**config.mk**
```make
export PLATFORM = sky130hd
export DESIGN_NAME = byte_direction_digital_io_port_core
export DESIGN_NICKNAME = d
export VERILOG_FILES = /design/src/hw/rtl/bdio_pkg.sv /design/src/hw/rtl/bdio_card_regs.sv /design/src/hw/rtl/bdio_req_unit.sv /design/src/hw/rtl/byte_direction_digital_io_port_core.sv
export SDC_FILE = /design/constraint.sdc
export NUM_CORES = 1
export LEC_CHECK = 0
export BUFFER_PORTS_ARGS = -buffer_cell sky130_fd_sc_hd__buf_2
export CORE_MARGIN = 2
export CORE_UTILIZATION = 60
export CTS_CLUSTER_DIAMETER = 150
export DETAILED_ROUTE_END_ITERATION = 7
export GPL_ROUTABILITY_DRIVEN = 0
export GPL_TIMING_DRIVEN = 0
export HOLD_SLACK_MARGIN = 0.03
export PLACE_DENSITY = 0.82
export SYNTH_ARGS = -nofsm -noshare
export SYNTH_HDL_FRONTEND = slang
export SYNTH_SLANG_ARGS = --single-unit
```
**constraint.sdc**
```tcl
create_clock -name clk -period 7.2 [get_ports clk]
set_clock_uncertainty 0.15 [all_clocks]
set_input_delay 0.36 -clock clk [delete_from_list [all_inputs] [get_ports clk]]
set_output_delay 0.36 -clock clk [all_outputs]
set_load 0.1 [all_outputs]
```
**src/hw/rtl/bdio_pkg.sv**
```systemverilog
// ----------------------------------------------------------------------------
// bdio_pkg
// Shared types, constants and helpers for the byte-direction digital I/O port.
// ----------------------------------------------------------------------------
`default_nettype none

package bdio_pkg;

	// card slots the present mask covers
	localparam int unsigned SLOTS      = 4;
	localparam int unsigned SLOT_SEL_W = 2;
	localparam int unsigned LANES      = 4;

	// fixed control bits: both test-mode bits and the LED-off bit
	localparam logic [7:0] CTRL_FIXED = 8'hE0;

	// configuration register indexes
	localparam logic CFG_POLARITY = 1'b0;
	localparam logic CFG_PRESENT  = 1'b1;

	typedef enum logic [2:0] {
		REQ_SET_IN   = 3'd0,
		REQ_SET_OUT  = 3'd1,
		REQ_RD_IN    = 3'd2,
		REQ_RD_OUT   = 3'd3,
		REQ_WR_OUT   = 3'd4,
		REQ_SCAN     = 3'd5
	} req_t;

	// per-card state
	typedef struct packed {
		logic [LANES-1:0] in_flags;
		logic [LANES-1:0] out_flags;
		logic [31:0]      last_scan;
		logic             first_scan;
	} card_state_t;

	// state write from the request unit
	typedef struct packed {
		logic        we;
		card_state_t data;
	} card_upd_t;

	// one result item
	typedef struct packed {
		logic        status_error;
		logic [31:0] read_data;
		logic [31:0] data_write_word;
		logic        data_write_strobe;
		logic [7:0]  control_word;
		logic        control_strobe;
		logic        change_detected;
	} result_t;

	// expand byte flags into a bit mask
	function automatic logic [31:0] lanes_to_mask(input logic [LANES-1:0] flags);
		logic [31:0] m;
		m = '0;
		for (int j = 0; j < LANES; j++) begin
			if (flags[j]) m[j*8 +: 8] = 8'hFF;
		end
		return m;
	endfunction

	// bytes touched by a mask
	function automatic logic [LANES-1:0] mask_to_lanes(input logic [31:0] mask);
		logic [LANES-1:0] f;
		for (int j = 0; j < LANES; j++) begin
			f[j] = |mask[j*8 +: 8];
		end
		return f;
	endfunction

endpackage

`default_nettype wire

```
**src/hw/rtl/bdio_card_regs.sv**
```systemverilog
// ----------------------------------------------------------------------------
// bdio_card_regs
// Per-card direction flags, last scanned inputs and first-scan flags.
// ----------------------------------------------------------------------------
`default_nettype none

module bdio_card_regs
	import bdio_pkg::*;
#(
	parameter int unsigned NUM_SLOTS = 4,
	parameter int unsigned IDX_W     = 2
) (
	input  wire logic             clk,
	input  wire logic             arst_n,
	input  wire logic [IDX_W-1:0] idx,
	input  wire logic             commit,
	input  wire card_upd_t        upd,
	output card_state_t           cur
);

	card_state_t cards_q [NUM_SLOTS];

	// read the addressed card
	assign cur = cards_q[idx];

	// update on a committed item
	always_ff @(posedge clk or negedge arst_n) begin
		if (!arst_n) begin
			for (int i = 0; i < NUM_SLOTS; i++) begin
				cards_q[i].in_flags   <= '0;
				cards_q[i].out_flags  <= '0;
				cards_q[i].last_scan  <= '0;
				cards_q[i].first_scan <= 1'b1;
			end
		end else if (commit && upd.we) begin
			cards_q[idx] <= upd.data;
		end
	end

endmodule

`default_nettype wire

```
**src/hw/rtl/bdio_req_unit.sv**
```systemverilog
// ----------------------------------------------------------------------------
// bdio_req_unit
// Decodes one request against the addressed card and forms its result.
// ----------------------------------------------------------------------------
`default_nettype none

module bdio_req_unit
	import bdio_pkg::*;
(
	input  wire logic [2:0]  req_type,
	input  wire logic        usable,
	input  wire logic [31:0] bit_mask,
	input  wire logic [31:0] write_value,
	input  wire logic [31:0] port_readback,
	input  wire logic [31:0] corr,
	input  wire card_state_t cur,
	output result_t          res,
	output card_upd_t        upd
);

	logic [31:0]      inm;
	logic [31:0]      outm;
	logic [LANES-1:0] touched;
	logic [31:0]      now_in;
	card_state_t      nxt;

	assign inm     = lanes_to_mask(cur.in_flags);
	assign outm    = lanes_to_mask(cur.out_flags);
	assign touched = mask_to_lanes(bit_mask);
	assign now_in  = port_readback & inm;

	always_comb begin
		res = '0;
		nxt = cur;
		if (!usable) begin
			res.status_error = 1'b1;
		end else begin
			case (req_t'(req_type))
				REQ_SET_IN: begin
					if ((bit_mask & outm) != '0) res.status_error = 1'b1;
					else nxt.in_flags = cur.in_flags | touched;
				end
				REQ_SET_OUT: begin
					if ((bit_mask & inm) != '0) res.status_error = 1'b1;
					else nxt.out_flags = cur.out_flags | touched;
				end
				REQ_RD_IN: begin
					res.read_data = port_readback & inm & bit_mask;
				end
				REQ_RD_OUT: begin
					res.read_data = ~((port_readback & outm) ^ corr) & bit_mask;
				end
				REQ_WR_OUT: begin
					res.data_write_word = (((~port_readback & ~bit_mask)
						| (write_value & bit_mask)) ^ corr) & outm;
					res.data_write_strobe = 1'b1;
				end
				REQ_SCAN: begin
					if (now_in != cur.last_scan || cur.first_scan) begin
						res.change_detected = 1'b1;
						nxt.last_scan       = now_in;
						nxt.first_scan      = 1'b0;
					end
				end
				default: begin
					res.status_error = 1'b1;
				end
			endcase
			res.control_word   = CTRL_FIXED | {4'b0, nxt.out_flags};
			res.control_strobe = (nxt.out_flags != cur.out_flags);
		end
	end

	assign upd.we   = usable;
	assign upd.data = nxt;

endmodule

`default_nettype wire

```
**src/hw/rtl/byte_direction_digital_io_port_core.sv**
```systemverilog
// ----------------------------------------------------------------------------
// byte_direction_digital_io_port_core
// 32-bit digital I/O port over several cards, direction claimed per byte.
//
//   channel | handshake          | payload
//   --------+--------------------+------------------------------------------
//   cfg     | cfg_we             | cfg_index, cfg_wdata
//   in      | in_valid/in_ready  | req_type, card_index, bit_mask,
//           |                    | write_value, port_readback
//   out     | out_valid/out_ready| status_error, read_data, data_write_word,
//           |                    | data_write_strobe, control_word,
//           |                    | control_strobe, change_detected
//
// One item per cycle while out_ready is high; items pass an input register, then a result register.
// Card state is read and written in the cycle an item moves to the result
// register, so the next item always sees it updated.
// Reset clears all card state and sets each first-scan flag; no sweep.
// With out_ready low the result holds and one more item waits in stage 1.
// ----------------------------------------------------------------------------
`default_nettype none

module byte_direction_digital_io_port_core
	import bdio_pkg::*;
#(
	parameter int unsigned NUM_CARDS = 4
) (
	input  wire logic        clk,
	input  wire logic        arst_n,
	input  wire logic        cfg_we,
	input  wire logic        cfg_index,
	input  wire logic [31:0] cfg_wdata,
	input  wire logic        in_valid,
	output logic             in_ready,
	input  wire logic [2:0]  req_type,
	input  wire logic [2:0]  card_index,
	input  wire logic [31:0] bit_mask,
	input  wire logic [31:0] write_value,
	input  wire logic [31:0] port_readback,
	output logic             out_valid,
	input  wire logic        out_ready,
	output logic             status_error,
	output logic [31:0]      read_data,
	output logic [31:0]      data_write_word,
	output logic             data_write_strobe,
	output logic [7:0]       control_word,
	output logic             control_strobe,
	output logic             change_detected
);

	localparam int unsigned NUM_SLOTS = (NUM_CARDS < SLOTS) ? NUM_CARDS : SLOTS;
	localparam int unsigned IDX_W     = (NUM_SLOTS > 1) ? $clog2(NUM_SLOTS) : 1;

	logic [31:0]      corr_q;
	logic [SLOTS-1:0] present_q;

	logic             valid_s1;
	logic [2:0]       req_type_s1;
	logic [2:0]       card_index_s1;
	logic [31:0]      bit_mask_s1;
	logic [31:0]      write_value_s1;
	logic [31:0]      port_readback_s1;

	logic             out_valid_q;
	result_t          res_q;

	logic             advance;
	logic             usable;
	card_state_t      cur;
	result_t          res;
	card_upd_t        upd;

	// configuration registers
	always_ff @(posedge clk or negedge arst_n) begin
		if (!arst_n) begin
			corr_q    <= '0;
			present_q <= '0;
		end else if (cfg_we) begin
			case (cfg_index)
				CFG_POLARITY: corr_q    <= cfg_wdata;
				CFG_PRESENT:  present_q <= cfg_wdata[SLOTS-1:0];
				default:      ;
			endcase
		end
	end

	// pipeline control
	assign advance  = valid_s1 && (!out_valid_q || out_ready);
	assign in_ready = !valid_s1 || advance;

	// input register
	always_ff @(posedge clk or negedge arst_n) begin
		if (!arst_n) begin
			valid_s1 <= 1'b0;
		end else if (in_ready) begin
			valid_s1 <= in_valid;
		end
	end

	always_ff @(posedge clk) begin
		if (in_ready && in_valid) begin
			req_type_s1      <= req_type;
			card_index_s1    <= card_index;
			bit_mask_s1      <= bit_mask;
			write_value_s1   <= write_value;
			port_readback_s1 <= port_readback;
		end
	end

	// card fitted and in range
	assign usable = ({29'b0, card_index_s1} < NUM_SLOTS)
		&& present_q[card_index_s1[SLOT_SEL_W-1:0]];

	bdio_card_regs #(
		.NUM_SLOTS (NUM_SLOTS),
		.IDX_W     (IDX_W)
	) u_regs (
		.clk    (clk),
		.arst_n (arst_n),
		.idx    (card_index_s1[IDX_W-1:0]),
		.commit (advance),
		.upd    (upd),
		.cur    (cur)
	);

	bdio_req_unit u_req (
		.req_type      (req_type_s1),
		.usable        (usable),
		.bit_mask      (bit_mask_s1),
		.write_value   (write_value_s1),
		.port_readback (port_readback_s1),
		.corr          (corr_q),
		.cur           (cur),
		.res           (res),
		.upd           (upd)
	);

	// result register
	always_ff @(posedge clk or negedge arst_n) begin
		if (!arst_n) begin
			out_valid_q <= 1'b0;
		end else if (advance) begin
			out_valid_q <= 1'b1;
		end else if (out_ready) begin
			out_valid_q <= 1'b0;
		end
	end

	always_ff @(posedge clk) begin
		if (advance) res_q <= res;
	end

	assign out_valid         = out_valid_q;
	assign status_error      = res_q.status_error;
	assign read_data         = res_q.read_data;
	assign data_write_word   = res_q.data_write_word;
	assign data_write_strobe = res_q.data_write_strobe;
	assign control_word      = res_q.control_word;
	assign control_strobe    = res_q.control_strobe;
	assign change_detected   = res_q.change_detected;

endmodule

`default_nettype wire
```
Word level (Yosys, flattened, before mapping). Cells that the tools add are included.

Equal/unequal tests: 7. Bitwise gates (word level): 19. Order comparisons: 4. Mux-type cells: 34. Reduce and logical (&&, ||, !) cells: 23.

Operators with widths (number): $and 32x32->32 (9); $bwmux 164 (1); $mux 41 (4); $not 32->32 (3); $bmux 41 s2 (1); $demux 41 s2 (1); $mux 33 (2); $mux 8 (8); $pmux 32 s2 (1); $reduce_bool 32->1 (2); $xor 32x32->32 (2); $ne 32x32->1 (1); $or 32x32->32 (1); $reduce_or 8->1 (4); $mux 4 (5); $mux 10 (1); $mux 1 (8); $or 4x4->4 (2); $reduce_and 2->1 (4); $eq 3x2->1 const B (2); $eq 3x3->1 const B (2); $logic_and 1x1->1 (5); $ne 4x4->1 (1); $reduce_or 4->1 (1); other kinds (13) (16).

Bits in registers: 380.

Logic depth before layout (Yosys ltp). Gate-level depths: netlist of the first run.

Depth after elaboration: 12. Mapped depth: 14. Mapped depth without buffers: 7.

Modules after synthesis. A second synthesis of the first run with hierarchy kept.

Cells, all modules: 1176. Area, all modules: 17573.1 um^2.

By module, submodules not included: bdio_card_regs (area each 7240.7 um^2, sequential area each 4108.9 um^2, times used 1, cells each 400); byte_direction_digital_io_port_core (area each 6970.4 um^2, sequential area each 6296.0 um^2, times used 1, cells each 266); bdio_req_unit (area each 3362.0 um^2, sequential area each 0.0 um^2, times used 1, cells each 510).

Worst setup path after synthesis of the first run. OpenSTA, ideal clock, no wires.

Kind: register to register. From: register out_valid_q (netlist: out_valid). To: register bit_mask_s1[0] (enable). Clock period less this slack: 4.787 ns. Arrival: 4.165 ns. Stages on the path, launching flop included: 3. Buffers on the path: 0. Data required time: 6.578 ns. Setup slack: 2.413 ns. Path through: dfrtp_1 -> nand3b_1 -> and2_1.

Word-level cells in the longest chain between the ends: 5.

RTL lines: start, declared (line byte_direction_digital_io_port_core.sv:63) `logic out_valid_q;`; start signal, assigned (line byte_direction_digital_io_port_core.sv:140) `out_valid_q <= 1'b0;`; start signal, assigned (line byte_direction_digital_io_port_core.sv:142) `out_valid_q <= 1'b1;`; start signal, assigned (line byte_direction_digital_io_port_core.sv:144) `out_valid_q <= 1'b0;`; $logic_not 1->1 (line byte_direction_digital_io_port_core.sv:87) `assign advance = valid_s1 && (!out_valid_q || out_ready);`; $logic_or 1x1->1 (line byte_direction_digital_io_port_core.sv:87); $logic_and 1x1->1 (line byte_direction_digital_io_port_core.sv:87); $logic_or 1x1->1 (line byte_direction_digital_io_port_core.sv:88) `assign in_ready = !valid_s1 || advance;`; via in_ready (line byte_direction_digital_io_port_core.sv:33) `output logic in_ready,`; $logic_and 1x1->1 (line byte_direction_digital_io_port_core.sv:100) `if (in_ready && in_valid) begin`; end signal, assigned (line byte_direction_digital_io_port_core.sv:103) `bit_mask_s1 <= bit_mask;`; end, declared (line byte_direction_digital_io_port_core.sv:59) `logic [31:0] bit_mask_s1;`.

The timed path passes the listed nets, and every way through them passes these cells. A chain may end at the register's enable or synchronous reset.

Worst setup path after layout of the first run.
From: register card_index_s1[1]. To: register u_regs.cards_q[65] in the netlist's numbering.

Word-level cells in the longest chain between the ends: 12. Elaborated cells between the ends (all ways): 25. Classes of those cells: order compare (3); eq/ne (1); mux (15); bitwise (2); reduce/logical (4).

RTL lines: start, declared (line byte_direction_digital_io_port_core.sv:58) `logic [2:0] card_index_s1;`; start signal, assigned (line byte_direction_digital_io_port_core.sv:102) `card_index_s1 <= card_index;`; $not 2->3 (implied by the code) (line bdio_card_regs.sv:24, bdio_card_regs.sv:36); $bmux 41 s2 (line bdio_card_regs.sv:24) `assign cur = cards_q[idx];`; $mux 41 (implied by the code) (2 in series) (line bdio_card_regs.sv:24); $mux 8 (line bdio_pkg.sv:60) `if (flags[j]) m[j*8 +: 8] = 8'hFF;`; $and 32x32->32 (line bdio_req_unit.sv:30) `assign now_in = port_readback & inm;`; $ne 32x32->1 (line bdio_req_unit.sv:59) `if (now_in != cur.last_scan || cur.first_scan) begin`; $logic_or 1x1->1 (line bdio_req_unit.sv:59); $mux 33 (line bdio_req_unit.sv:59); $mux 33 (line bdio_req_unit.sv:38) `case (req_t'(req_type))`; $mux 41 (line bdio_req_unit.sv:35) `if (!usable) begin`; $bwmux 164 (line bdio_card_regs.sv:36) `cards_q[idx] <= upd.data;`; end signal, assigned by index (line bdio_card_regs.sv:36); end, declared (line bdio_card_regs.sv:21) `card_state_t cards_q [NUM_SLOTS];`.

Parallel ways exist; a longest one is shown, timed or not. The select of a mux whose other input is x is not followed.

==> results of run 1 <==
-- stage by stage --
step	hold WS [ps]	utilization, %	cells
after global placement	303	66.0	2117
final	143	75.3	2332
after detailed placement	315	66.4	2120
after CTS	140	75.3	2332
after floorplan	-85.6	-	1511
after global routing	178	75.3	2332
-- Yosys cell counts (all sizes together) (2+ instances only) --
cell / instances
a21o: 20
a21oi: 90
a22oi: 29
a31oi: 129
a32oi: 3
and2: 2
and3: 10
and3b: 2
and4b: 6
buf: 37
clkbuf: 66
dfrtp: 198
dfstp: 4
edfxtp: 175
inv: 31
mux2: 44
mux2i: 17
mux4: 36
nand2: 86
nand2b: 17
nand3: 39
nand4: 8
nor2: 220
nor2b: 5
nor3: 3
nor3b: 2
nor4: 32
nor4b: 7
o2111ai: 23
o21a: 4
o21ai: 53
o22ai: 4
or2: 8
or3: 6
or4: 6
xnor2: 72
xor2: 5
-- cell type report --
| cell class | count | area, µm² | share of cell area, % |
|---|---|---|---|
| timing repair buffer | 357 | 2550 | 11.5 |
| clock buffer | 55 | 1160 | 5.22 |
| multi-input combinational | 1000 | 6960 | 31.4 |
| buffer | 103 | 507 | 2.28 |
| tap | 390 | 488 | 2.20 |
| sequential | 377 | 10300 | 46.4 |
| clock inverter | 19 | 103 | 0.462 |
| inverter | 31 | 119 | 0.535 |
-- critical path: stages, from the launching register on --
cell and delay [ps]:
edfxtp_1 350, buf_2 400, mux4_2 410, clkbuf_1 680, nand2_1 420, or3_1 420
a22oi_1 500, nand4_2 320, buf_2 380, o21ai_2 320, a31oi_1 140
-- metal layers --
| metal | GRT usage [%] | up-vias | wire [µm] |
|---|---|---|---|
| li1 | - | 6414 | - |
| met1 | 47.7 | 7542 | 20300 |
| met2 | 61.2 | 1506 | 27900 |
| met3 | 11.2 | 395 | 8370 |
| met4 | 25.4 | 2 | 4730 |
| met5 | 0 | - | 10 |
-- state kept, by name (all words and copies together), names as in the netlist --
name / flops
u_regs.cards_q: 164
bit_mask_s1: 32
corr_q: 32
data_write_word: 32
port_readback_s1: 32
read_data: 32
write_value_s1: 32
control_word: 5
present_q: 4
card_index_s1: 3
req_type_s1: 3
change_detected: 1
control_strobe: 1
data_write_strobe: 1
out_valid: 1
status_error: 1
valid_s1: 1
-- cells by family after synthesis --
| family | Yosys count | share of synthesized area [%] |
|---|---|---|
| compound gates | 364 | 14.8 |
| other cells | 1 | 0.0210 |
| mux | 97 | 8.25 |
| xor+xnor | 77 | 3.77 |
| simple gates | 461 | 12.0 |
| flops | 377 | 57.6 |
| buf+inv | 134 | 3.48 |
-- where the power goes --
part           switching [mW]  internal, mW  leakage, nW
Combinational            1.67         0.943         4.04
Clock                   0.913          1.13        0.622
Sequential              0.391          2.85         4.05
-- worst max path at each step --
| stage | to | slack, ps | depth (start not counted) |
|---|---|---|---|
| after floorplan | bit_mask_s1[0] | 2410 | 2 |
| after global placement | corr_q[7] | 2200 | 1 |
| after detailed placement | u_regs.cards_q[65] | 2980 | 12 |
| after CTS | u_regs.cards_q[65] | 2960 | 12 |
| after global routing | u_regs.cards_q[65] | 2660 | 10 |
| final | u_regs.cards_q[65] | 2540 | 10 |
==> results.md, run 1 <==
- Status: complete, but fails checks
- Failing checks: design-rule violations
- Fillers: 1762
- TritonCTS clock tree: yes
- I/O Buffers: 216
- Hold_sp: cfg_we
- I/O pins: about 220
- Largest cells by area after synthesis: edfxtp_1 29%, dfrtp_1 28%, nor2_1 4.6%
- CP Class: reg2reg
- Post-synth EDFFs: 175
- Final hold violations: 0
- Final wirelength: 61400 µm
- Global-route wire length before repair: 91700 µm
- Final #Nets: 2050
- Initial antenna violation count: 1
- Max clock buf depth: 3
- Grt total ovfl: 0
- Final setup viols: 0
- CTS Buf Count: 40
- Skew-Pair Late Insertion Delay: 560 ps
- Hold_buf cts: 138
- FF-to-FF path depth: 10
- Synth top area share: 29.4%
- Final Slew Violations: 0
- Worst Max-Slew Pin Slew: 1320 ps
- Num rows: 63
- YS warnings: 0
- Die Wd: 177 µm
- Cts repair resizes: 0
- Post-route antenna net violation count: 0
- Top_reg_cell synth: dfrtp_1
- Final Critical Period: 4660 ps
- FF-to-FF setup slack: 2540 ps
- Critical-path maximum fanout: 10
- Min-Delay Path Depth: 3
- Die H: approximately 180 µm
- Placeable Area: a little under 30000 µm²
- Leakage Power: 8.71 nW
- Design Area, Final: 22200 µm²
- Post-Syn Area per Cell: 11.8 µm²
- Rel. slew slack: 11.6%
- Fmax: between 200 and 250 MHz
- Initial core utilization: 60.7%
- Commonest non-fill, non-tap cell in the layout: buf_2
- P&R area growth vs syn: 24.1%
- PnR worst setup slack: 2540 ps
- Largest net degree at the start of global routing: roughly 110
- Worst Hold End: present_q[1]
- Setup TNS: 0 ps
- Net count after synthesis: 1651
- Share of synthesized registers carrying an async set or reset: between 50% and 60%
- DR pass1 iterations: 8
- Mapped Cells: 1511
- Max-cap violations: 0
- Starting DRT DRC Count: about 2.4k
- Clock-pin slew on the worst setup and hold paths: approximately 60 ps
- RSZ-0062 raised after global routing: no
- Power Density: 356 nW/µm²
- Worst EP arrival: 4900 ps
- Yosys cell types: 60
- Die area: around 31000 µm²
- H-tree level count: 2
- Vias: around 16k
- Critical R2R Launch: card_index_s1[1]
- Worst Path Required: approximately 7400 ps
- Drt wl/cell: 26.3 µm
- Final worst path period share: 64.7%
- CP Launch Point: card_index_s1[1]
- Cell Area, Placed: 19600 µm²
- Sequential share of the synthesized area: just under 60%
- Post-Syn Area: 17900 µm²
- Hold Path Class: in2reg
- FF-to-FF End: u_regs.cards_q[65]
- Dominant cell type by area after synthesis: edfxtp_1
- Clk root buf: clkbuf_16
- Sink Count: roughly 380
- Number of synthesized register bits: 377
- Layout cells sized above 1: 22.7%
- Ant. Diodes: 0
- Most frequent cells in the layout: 227 x buf_2, 220 x nor2_1, 198 x dfrtp_1, 175 x edfxtp_1, 138 x dlygate4sd3_1
- Post-CTS Setup Bufs: 0
- DRC Markers: 1
- GR Util All Layers: 39.1%
- Dpl hpwl: 36500 µm
- Vias in the first global route: 16.0k
- Final Power: 7.90 mW
- Worst slack at placement: 2980 ps
- Crit path launch type: flop
- Via/cell ratio: 6.80
- Worst setup EP type: flop
- Maximum vdd drop: 0.000263 V
No activity file was read; power rests on OpenSTA's default activity.
==> inputs of run 2 (changes only) <==
CORE_UTILIZATION = 53   (was 60)
PLACE_DENSITY = 0.77   (was 0.82)
clock period = 3.8 ns   (was 7.2 ns; I/O delays follow)
==> results.md, run 2 (synthesis gave the netlist of run 1 again) <==
- Drt wl/cell: 24.3 µm (-7.9%)
- TritonCTS clock tree: yes
- PnR worst setup slack: 27.1 ps (-2510 ps)
- Final setup viols: 0 (unchanged)
- Worst Path Required: 4010 ps (-3430 ps)
- Worst Max-Slew Pin Slew: 1130 ps (-181 ps)
- Max clock buf depth: 3 (unchanged)
- Max FFs per register: 164 (unchanged)
- Via/cell ratio: 6.32 (-7.1%)
- Status: finished clean
- CP cell instances: buf_4, buf_4, buf_4, mux4_2, a222oi_1, nand3_1, nor4_4, nand4_4, buf_8, o2111ai_4, a31oi_1
- CP max-delay cell: mux4_2
- Initial core utilization: 53.6% (-7.1 points)
- Fmax: 265 MHz (+24%)
- Most frequent cells in the layout: 222 x buf_2, 220 x nor2_1, 198 x dfrtp_1, 175 x edfxtp_1, 140 x dlygate4sd3_1
- Placed cell count: 2178 (+2.7%)
- Final Slew Violations: 0 (unchanged)
- Clk root buf: clkbuf_16
- Max-cap violations: 0 (unchanged)
- Final hold violations: 0 (unchanged)
- CP Class: reg2reg
- Crit path launch type: flop
- Die Wd: 188 µm (+6.3%)
- Initial antenna violation count: 1 (unchanged)
- Die H: 188 µm (+6.3%)
- Placeable Area: 33400 µm² (+13%)
- Multi-input logic area: 7060 µm² (+1.4%)
- Crit path buf inv count: 4 (+1)
- DRC Markers: 0 (-1)
- Grt total ovfl: 0 (unchanged)
- Delay-heaviest family, CP: buffers and inverters
- Metal1 wirelength: 20900 µm (+2.8%)
- DR pass1 iterations: 8 (unchanged)
- Critical R2R Launch: card_index_s1[1]
- Die area: 35300 µm² (+13%)
- Final worst path period share: 99.3% (+35 points)
- Hold Path Class: in2reg
- Hold_sp: cfg_index
- FF-to-FF path depth: 11 (+1)
- Worst slack at placement: -456 ps (-3440 ps)
- Critical-path maximum fanout: 10 (unchanged)
- Min-Delay Path Depth: 4 (+1)
- Final wirelength: 58000 µm (-5.5%)
- Fin util: 67.5% (-7.8 points)
- Final Power: 14.9 mW (+89%)
- Top routing layer in use: met4
- Leakage Power: 8.79 nW (+0.99%)
- Num rows: 67 (+6.3%)
- Maximum vdd drop: 0.000414 V (+57%)
- FF-to-FF End: u_regs.cards_q[18]
- Clock-pin slew on the worst setup and hold paths: 70 ps (about the same)
- Post-route antenna net violation count: 0 (unchanged)
- Top reg by flops: u_regs.cards_q
- I/O pins: 218 (unchanged)
- Dpl hpwl: 37100 µm (+1.6%)
- Worst Hold End: corr_q[31]
- Power Density: 662 nW/µm² (+86%)
- CTS Buf Count: 40 (unchanged)
- Starting DRT DRC Count: 2208 (-9.4%)
- WL met2: 27600 µm (-1.3%)
- Vias: 15.1k (-4.6%)
- Fillers: 2318 (+32%)
- Worst setup EP type: flop
- Sequential cell area: 10300 µm² (unchanged)
- Non-filler cells, final: 2393 (+2.6%)
- I/O Buffers: 216 (unchanged)
- Final #Nets: 2052 (+0.098%)
- Max stage delay on crit path: 440 ps (-240 ps)
- Skew-Pair Late Insertion Delay: 550 ps (about the same)
- Worst EP arrival: 3990 ps (-910 ps)
- H-tree level count: 2 (unchanged)
- GR Util All Layers: 32.7% (-6.4 points)
- Global-route wire length before repair: 88600 µm (-3.5%)
- Layout cells sized above 1: 23.3% (+0.59 points)
- FF-to-FF setup slack: 30 ps (-2510 ps)
- Sink Count: 377 (unchanged)
- Commonest non-fill, non-tap cell in the layout: buf_2
- Metal3 WL: 6660 µm (-20%)
- Largest net degree at the start of global routing: 112 (+6.7%)
- Final Critical Period: 3770 ps (-889 ps)
- Rel. slew slack: 24.4% (+13 points)
- Vias in the first global route: 15.6k (-2.5%)
- P&R area growth vs syn: 25.8%
- Most used cell, CP: buf_4
- RSZ-0062 raised after global routing: yes
==> run 2: final cells by class <==
cell class | instances | share of cell area (%)
Sequential cell | 377 | 45.8
Clock buffer | 61 | 5.30
Timing Repair Buffer | 361 | 11.5
Buffer | 101 | 2.55
Multi-Input combinational cell | 1000 | 31.4
Tap cell | 448 | 2.49
Inverter | 31 | 0.528
Clock inverter | 13 | 0.478
Antenna cell | 1 | 0.0111
==> run 2: report_power, final <==
group	internal [mW]	switching (mW)	total, mW
registers	5.40	0.697	6.10
logic	1.81	3.08	4.89
clock network	2.25	1.66	3.91
==> run 2: repair_timing <==
item,in CTS,in global routing
hold buffers,140,0
setup buffers,0,2
cloned,0,0
pin swaps,2,6
endpoints found under the setup margin,208,140
endpoints found under the hold margin,246,0
resized for setup,26,13
==> run 2: worst max-delay path by stage <==
| stage | start | to | depth (start not counted) |
|---|---|---|---|
| after floorplan | out_valid | bit_mask_s1[0] | 2 |
| after global placement | arst_n | corr_q[1] | 1 |
| after detailed placement | card_index_s1[1] | u_regs.cards_q[24] | 11 |
| after CTS | card_index_s1[0] | u_regs.cards_q[9] | 13 |
| after global routing | card_index_s1[1] | u_regs.cards_q[18] | 11 |
| final | card_index_s1[1] | u_regs.cards_q[18] | 11 |
==> run 2: routing by layer <==
metal	vias up	track usage [%]
met5	-	0
met4	0	15.5
met3	248	7.54
met2	1102	53.4
met1	7356	41.5
li1	6417	-
==> run 2: worst reg2reg max path: cells and delay by family (launching register included) <==
| family | cells | cell delay [ps] |
|---|---|---|
| buffers and inverters | 4 | 1120 |
| AOI/OAI and AO/OA | 3 | 860 |
| and+or+nand+nor | 3 | 690 |
| muxes | 1 | 440 |
| DFF | 1 | 350 |
==> run 2: stage by stage <==
step           setup TNS, ps  instance area, µm²  hold WS [ps]
2_1_floorplan              0               17900          -256
3_3_place_gp         -253690               19500           217
3_5_place_dp          -60650               19600           172
4_1_cts                    0               22500           116
5_1_grt                -60.0               22500           149
6_report                   0               22500           141
